**src/design/emhq_pkg.sv**
```systemverilog
// ----------------------------------------------------------------------------
// emhq_pkg
// Shared types and constants of the event min-heap queue: request and
// response payloads, heap entry layout, operation and status codes, and the
// command and status groups between the controller and the datapath.
// ----------------------------------------------------------------------------
package emhq_pkg;

  // Default heap depth and fixed field widths
  localparam int CAPACITY_DEF = 1024;
  localparam int TIME_BITS    = 32;
  localparam int TIME_W       = 32;
  localparam int JOB_W        = 32;
  localparam int KIND_W       = 2;
  localparam int STATION_W    = 12;
  localparam int OCC_W        = 11;

  typedef enum logic {
    FUNC_PUSH = 1'b0,
    FUNC_POP  = 1'b1
  } func_e;

  typedef enum logic [1:0] {
    ST_OK    = 2'd0,
    ST_FULL  = 2'd1,
    ST_EMPTY = 2'd2
  } status_e;

  typedef logic [TIME_BITS-1:0] key_t;

  // Request payload
  typedef struct packed {
    func_e                 func;
    logic [TIME_W-1:0]     event_time;
    logic [JOB_W-1:0]      job_number;
    logic [KIND_W-1:0]     event_kind;
    logic [STATION_W-1:0]  station;
  } req_t;

  // Response payload
  typedef struct packed {
    logic                  popped_valid;
    logic [TIME_W-1:0]     popped_time;
    logic [JOB_W-1:0]      popped_job;
    logic [KIND_W-1:0]     popped_kind;
    logic [STATION_W-1:0]  popped_station;
    status_e               status;
    logic [OCC_W-1:0]      occupancy;
  } rsp_t;

  // One heap slot
  typedef struct packed {
    key_t                  key;
    logic [JOB_W-1:0]      job;
    logic [KIND_W-1:0]     kind;
    logic [STATION_W-1:0]  station;
  } entry_t;

  // Controller to datapath
  typedef struct packed {
    logic start;      // capture request, set up result and count
    logic rd_parent;  // read parent of current hole
    logic move_up;    // parent into hole, hole climbs
    logic rd_pop;     // read root and last entry, shrink count
    logic take;       // root into result, last entry becomes moving item
    logic rd_kids;    // read both children of current hole
    logic move_down;  // smaller child into hole, hole descends
    logic place;      // moving item into hole, sift ends
    logic emit;       // result into output register
  } cmd_t;

  // Datapath to controller
  typedef struct packed {
    logic pop_op;
    logic full;
    logic empty;
    logic pos_zero;
    logic up_swap;
    logic down_move;
  } sts_t;

endpackage

```
**src/design/emhq_ctrl.sv**
```systemverilog
// ----------------------------------------------------------------------------
// emhq_ctrl
// Sequencer of the heap: takes one request, walks the sift loop through
// read and compare steps, and loads the output register when it is free.
// ----------------------------------------------------------------------------
module emhq_ctrl import emhq_pkg::*; (
  input  logic clk,
  input  logic rst,
  input  logic req_valid,
  output logic req_ready,
  output logic rsp_valid,
  input  logic rsp_ready,
  input  sts_t sts,
  output cmd_t cmd
);

  typedef enum logic [7:0] {
    S_IDLE     = 8'b0000_0001,
    S_UP_RD    = 8'b0000_0010,
    S_UP_CMP   = 8'b0000_0100,
    S_POP_RD   = 8'b0000_1000,
    S_POP_TAKE = 8'b0001_0000,
    S_DN_RD    = 8'b0010_0000,
    S_DN_CMP   = 8'b0100_0000,
    S_DONE     = 8'b1000_0000
  } state_t;

  state_t state;
  state_t state_next;

  assign req_ready = (state == S_IDLE);

  // Next state and commands
  always_comb begin
    state_next = state;
    cmd        = '0;
    unique case (state)
      S_IDLE: begin
        if (req_valid) begin
          cmd.start = 1'b1;
          if (sts.pop_op) begin
            state_next = sts.empty ? S_DONE : S_POP_RD;
          end else begin
            state_next = sts.full ? S_DONE : S_UP_RD;
          end
        end
      end
      S_UP_RD: begin
        if (sts.pos_zero) begin
          cmd.place  = 1'b1;
          state_next = S_DONE;
        end else begin
          cmd.rd_parent = 1'b1;
          state_next    = S_UP_CMP;
        end
      end
      S_UP_CMP: begin
        if (sts.up_swap) begin
          cmd.move_up = 1'b1;
          state_next  = S_UP_RD;
        end else begin
          cmd.place  = 1'b1;
          state_next = S_DONE;
        end
      end
      S_POP_RD: begin
        cmd.rd_pop = 1'b1;
        state_next = S_POP_TAKE;
      end
      S_POP_TAKE: begin
        cmd.take   = 1'b1;
        state_next = sts.empty ? S_DONE : S_DN_RD;
      end
      S_DN_RD: begin
        cmd.rd_kids = 1'b1;
        state_next  = S_DN_CMP;
      end
      S_DN_CMP: begin
        if (sts.down_move) begin
          cmd.move_down = 1'b1;
          state_next    = S_DN_RD;
        end else begin
          cmd.place  = 1'b1;
          state_next = S_DONE;
        end
      end
      S_DONE: begin
        if (!rsp_valid || rsp_ready) begin
          cmd.emit   = 1'b1;
          state_next = S_IDLE;
        end
      end
      default: begin
        state_next = S_IDLE;
      end
    endcase
  end

  always_ff @(posedge clk) begin
    if (rst) begin
      state <= S_IDLE;
    end else begin
      state <= state_next;
    end
  end

  // Output valid: set on load, drop after the transfer
  always_ff @(posedge clk) begin
    if (rst) begin
      rsp_valid <= 1'b0;
    end else if (cmd.emit) begin
      rsp_valid <= 1'b1;
    end else if (rsp_ready) begin
      rsp_valid <= 1'b0;
    end
  end

endmodule

```
**config.mk**
```make
export PLATFORM = sky130hd
export DESIGN_NAME = emhq_ctrl
export DESIGN_NICKNAME = d
export VERILOG_FILES = /design/src/design/emhq_pkg.sv /design/src/design/emhq_ctrl.sv
export SDC_FILE = /design/constraint.sdc
export NUM_CORES = 1
export LEC_CHECK = 0
export BUFFER_PORTS_ARGS = -buffer_cell sky130_fd_sc_hd__buf_2
export CAP_MARGIN = 40
export CORE_AREA = 3 3 40 42
export CTS_BUF_LIST = sky130_fd_sc_hd__clkbuf_4 sky130_fd_sc_hd__clkbuf_8 sky130_fd_sc_hd__clkbuf_16
export DETAILED_ROUTE_END_ITERATION = 10
export DIE_AREA = 0 0 43 45
export GPL_ROUTABILITY_DRIVEN = 0
export PLACE_DENSITY = 0.78
export SLEW_MARGIN = 5
export SYNTH_ARGS = -nofsm -noshare
export SYNTH_HDL_FRONTEND = slang
export SYNTH_SLANG_ARGS = --single-unit
export TNS_END_PERCENT = 50
```
**constraint.sdc**
```tcl
create_clock -name clk -period 3.75 [get_ports clk]
set_clock_uncertainty 0.2 [all_clocks]
set_input_delay 0.1875 -clock clk [delete_from_list [all_inputs] [get_ports clk]]
set_output_delay 0.1875 -clock clk [all_outputs]
set_load 0.02 [all_outputs]
```
Word level (Yosys, flattened, before mapping)

Index checks and enable logic that the tools add are counted.

Word-level logic and storage cells: 45
Register bits after elaboration: 9
Output and inout port bits: 11
Bits of input ports: 10

Equality and inequality tests: 10
Reductions and logical operators: 4
Multiplexer cells: 29

Operator list:

| kind                                          | number |
|---|---|
| two-way mux 8 bit                             | 9 |
| case mux 8 bit (8 select lines)               | 1 |
| two-way mux 1 bit                             | 18 |
| == test 8 x 1 -> 1 bit, second input constant | 1 |
| == test 8 x 2 -> 1 bit, second input constant | 1 |
| == test 8 x 3 -> 1 bit, second input constant | 1 |
| == test 8 x 4 -> 1 bit, second input constant | 1 |
| == test 8 x 5 -> 1 bit, second input constant | 1 |
| == test 8 x 6 -> 1 bit, second input constant | 1 |
| == test 8 x 7 -> 1 bit, second input constant | 1 |
| == test 8 bit, second input constant          | 1 |
| inequality test 2 bit, second input constant  | 2 |
| case mux 1 bit (3 select lines)               | 1 |
| AND reduction 2 bit                           | 1 |
| nonzero test 2 bit                            | 1 |
| logical NOT 1 bit                             | 1 |
| logical OR 1 bit                              | 1 |

Longest topological paths before layout

Depth after elaboration: 5
Depth in mapped cells: 7
Mapped depth without buffers: 6

Least setup slack after synthesis

OpenSTA, ideal clock, no wires.

Path kind: register to register
Start point: reg state[6]
End point: reg state[0]
Period minus slack after synthesis: 1684 ps
Arrival: 1369 ps
Library setup time: 115 ps
Data required time: 3435 ps
Slack: 2066 ps
Path buffers: 0
Cell stages (with the launch flop): 5
Path through: dfxtp_1 > nor4_4 > nand4b_1 > or3_1 > and2_1

Longest elaborated chain between the ends: 3
Elaborated cells between the ends (all ways): 12
Classes of those cells: eq/ne (10); mux (1); reduce/logical (1)

Ends and longest elaborated chain:

| item                                                    | RTL line         | source |
|---|---|---|
| start, declared                                         | emhq_ctrl.sv:28  | `state_t state;` |
| start signal, assigned                                  | emhq_ctrl.sv:103 | `state <= state_next;` |
| == test 8 bit or == test 8 x 1 -> 1 bit (tied branches) | emhq_ctrl.sv:37  | `unique case (state)` |
| inequality test 2 bit (no line)                         | --               |  |
| AND reduction 2 bit (no line)                           | --               |  |

Parallel ways exist; a longest one is shown, timed or not.
A chain may end at the register's enable or synchronous reset.

==> flow_summary.ini <==
[sta]
tns_ns = 0
clock.fmax_ghz = 0.4916
min_period_over_period_pct = 54.24
relSlewSlack_pct = 74.73
setup_viol = 0
finalCriticalPeriod_ns = 2.034
slew_viol_final = 0
worst_slack_ns = 1.716
tightestPinTransition_ns = 0.3786
rsz0062_at_grt = false
hold_violations = 0

[synth]
yosys_register_bits = 9
yosysTopAreaCellShare_pct = 31.79
yosysWarnings = 0
muxShareOfSynthArea_pct = 0
synth_top_cell_by_area = dfxtp_1
syn-cell-area_um2 = 566.8
syn_nets = 79
synth-simple-area-share_pct = 50.77
synthXorXnorAreaFrac_pct = 1.545
synth_area_per_cell_um2 = 8.214
synth_cell_types = 28
yosys-top-cells-area = dfxtp_1, nor2_1, nor4_4
synth_compound_area_share_pct = 11.48
synth_top_family_by_area = simple AND/OR/NAND/NOR gates
syn_inst = 69
synth_fa_ha_area_share_pct = 0
yosysSeqAreaShare_pct = 31.79

[route]
drtIter0Drc = 22
routedWlPerCell_um = 12.62
drc = 0
ant_nets = 0
vias_per_cell = 5.587
vias = 609
drtPass1Iterations = 4
routed_wl_um = 1376

[global_route]
grt_overflow = 0
grt_usage_pct = 16.12
antenna_found_initial = 0
grt_max_degree = 9
grt_pass1_wl_um = 2332
first_global_vias = 587

[clock_network]
clock_latency_ns = 0.26
cts.path.max_buffers = 2
cts-htree-levels = 1
clkSinkCount = 9
cts-root-buf = clkbuf_4
cts_tree = built
cts.reportedPaths.clkPinSlew_ns = 0.06
cts_inserted_buffers = 3
post_cts_buffers = 0

[worst_setup_path]
arrival_ns = 1.65
crit_type = reg2out
cp.required_ns = 3.36
critPathCaptureType = primary output
start_kind = register
crit_path_max_fanout = 6

[finish]
nNetsFinal = 105
layout.cells.non_filler = 109
diodes = 0
syn_to_final_growth_pct = 29.80
drive_gt1_share_pct = 29.79

[power_and_ir_drop]
power.density_nw_per_um2 = 352.1
irDropWorstVdd_mv = 0.2218
leakagePower_nw = 0.3607

[die]
die_w_um = 43
rows = 13
dieArea_um2 = 1935
die_h_um = 45
core_area_um2 = 1285
top_level_ports = 21
initial_core_util_pct = 44.11

[place]
place_ws_ns = 1.890
dp_cells = 102
port_buffers = 20
hpwl_um = 1070

[run]
max_cap_violations = 0

[min_path]
hp-class = in2reg

[status]
status = finished clean
Yosys cell counts:
library cell	instances
a21oi_1	2
nor3_1	4
nand3_1	4
or3_1	1
nor2_1	13
xor2_1	1
a211oi_1	1
nor2b_1	1
a21o_1	1
and4b_1	1
buf_2	2
a22o_1	2
nand2_1	3
nand4b_1	1
nor4_4	2
dfxtp_1	9
nand2b_1	1
nor4b_1	2
and2_1	2
inv_1	4
a221oi_1	1
nor4b_2	2
and2b_1	1
and4_1	1
and3_1	4
nor4_1	1
o221ai_1	1
o21ai_1	1
worst paths after layout:
check | endpoint | depth (start not counted) | slack, ns | from
worst max register to register | state[0]$_SDFFE_PP1P_ | 4 | 1.88 | state[6]$_SDFFE_PP0P_
worst min register to register | rsp_valid$_SDFFE_PP0P_ | 2 | 0.31 | rsp_valid$_SDFFE_PP0P_
worst max-delay path | cmd[0] | 4 | 1.72 | state[6]$_SDFFE_PP0P_
worst min-delay path | state[7]$_SDFFE_PP0P_ | 3 | 0.02 | sts[4]
area by class of cell:
type	instances	area, um^2
multi-input combinational	54	361.6
fill	126	549.3
sequential	9	180.2
inverter	4	15.01
clock buffer	4	30.03
tap	15	18.77
timing repair buffer	23	130.1
report_power, final:
group          total, mW  internal (mW)  switching [mW]  leakage [nW]
clock network     0.0830         0.0483          0.0347        0.0184
logic             0.0663         0.0300          0.0364         0.269
registers          0.110          0.100         0.00944        0.0730
total              0.259          0.179          0.0805         0.361
sequential cells by signal, summed over array words and instances, names as in the netlist:
| name | cells |
|---|---|
| rsp_valid | 1 |
| state | 8 |
per-stage QoR:
stage                     util [%]  total power [mW]  instance area (um^2)  hold WS (ns)
after CTS                    57.25            0.2616                 735.7       0.01600
after floorplan                  -            0.1554                 566.8       0.05657
after global placement       52.58            0.1747                 675.6        0.1851
after detailed placement     52.58            0.1758                 675.6        0.1968
final                        57.25            0.2590                 735.7       0.01899
after global routing         57.25            0.2738                 735.7       0.02400
layout by cell type, fill, tap and decap left out, types with 3 or more instances in the layout:
cell,n
nor2_1,13
nor3_1,4
nand3_1,4
nand2_1,3
clkbuf_4,4
buf_2,20
dfxtp_1,9
inv_1,4
dlygate4sd3_1,3
and3_1,4
logic make-up after synthesis:
group                     after synthesis
and+or+nand+nor                        44
DFF                                     9
AOI/OAI and AO/OA                       9
buffers and inverters                   6
xor gates and xnor gates                1
metal layers:
layer | track usage, % | wire length, um | vias up
met5 | 0 | 0 | -
met4 | 5.422 | 11 | 0
met3 | 5.976 | 86 | 2
met2 | 27.25 | 671 | 19
met1 | 18.98 | 606 | 286
li1 | - | - | 302
critical path: stages (launching register included):
cell and delay [ns]:
dfxtp_1 0.38, nor4_4 0.41, nand4b_1 0.21, and2b_1 0.23, buf_2 0.15
repair_timing:
item	CTS	global route
hold buffers	3	0
hold endpoints to repair	4	0
resized for setup	0	0
Power figures use the tool's default switching activity.
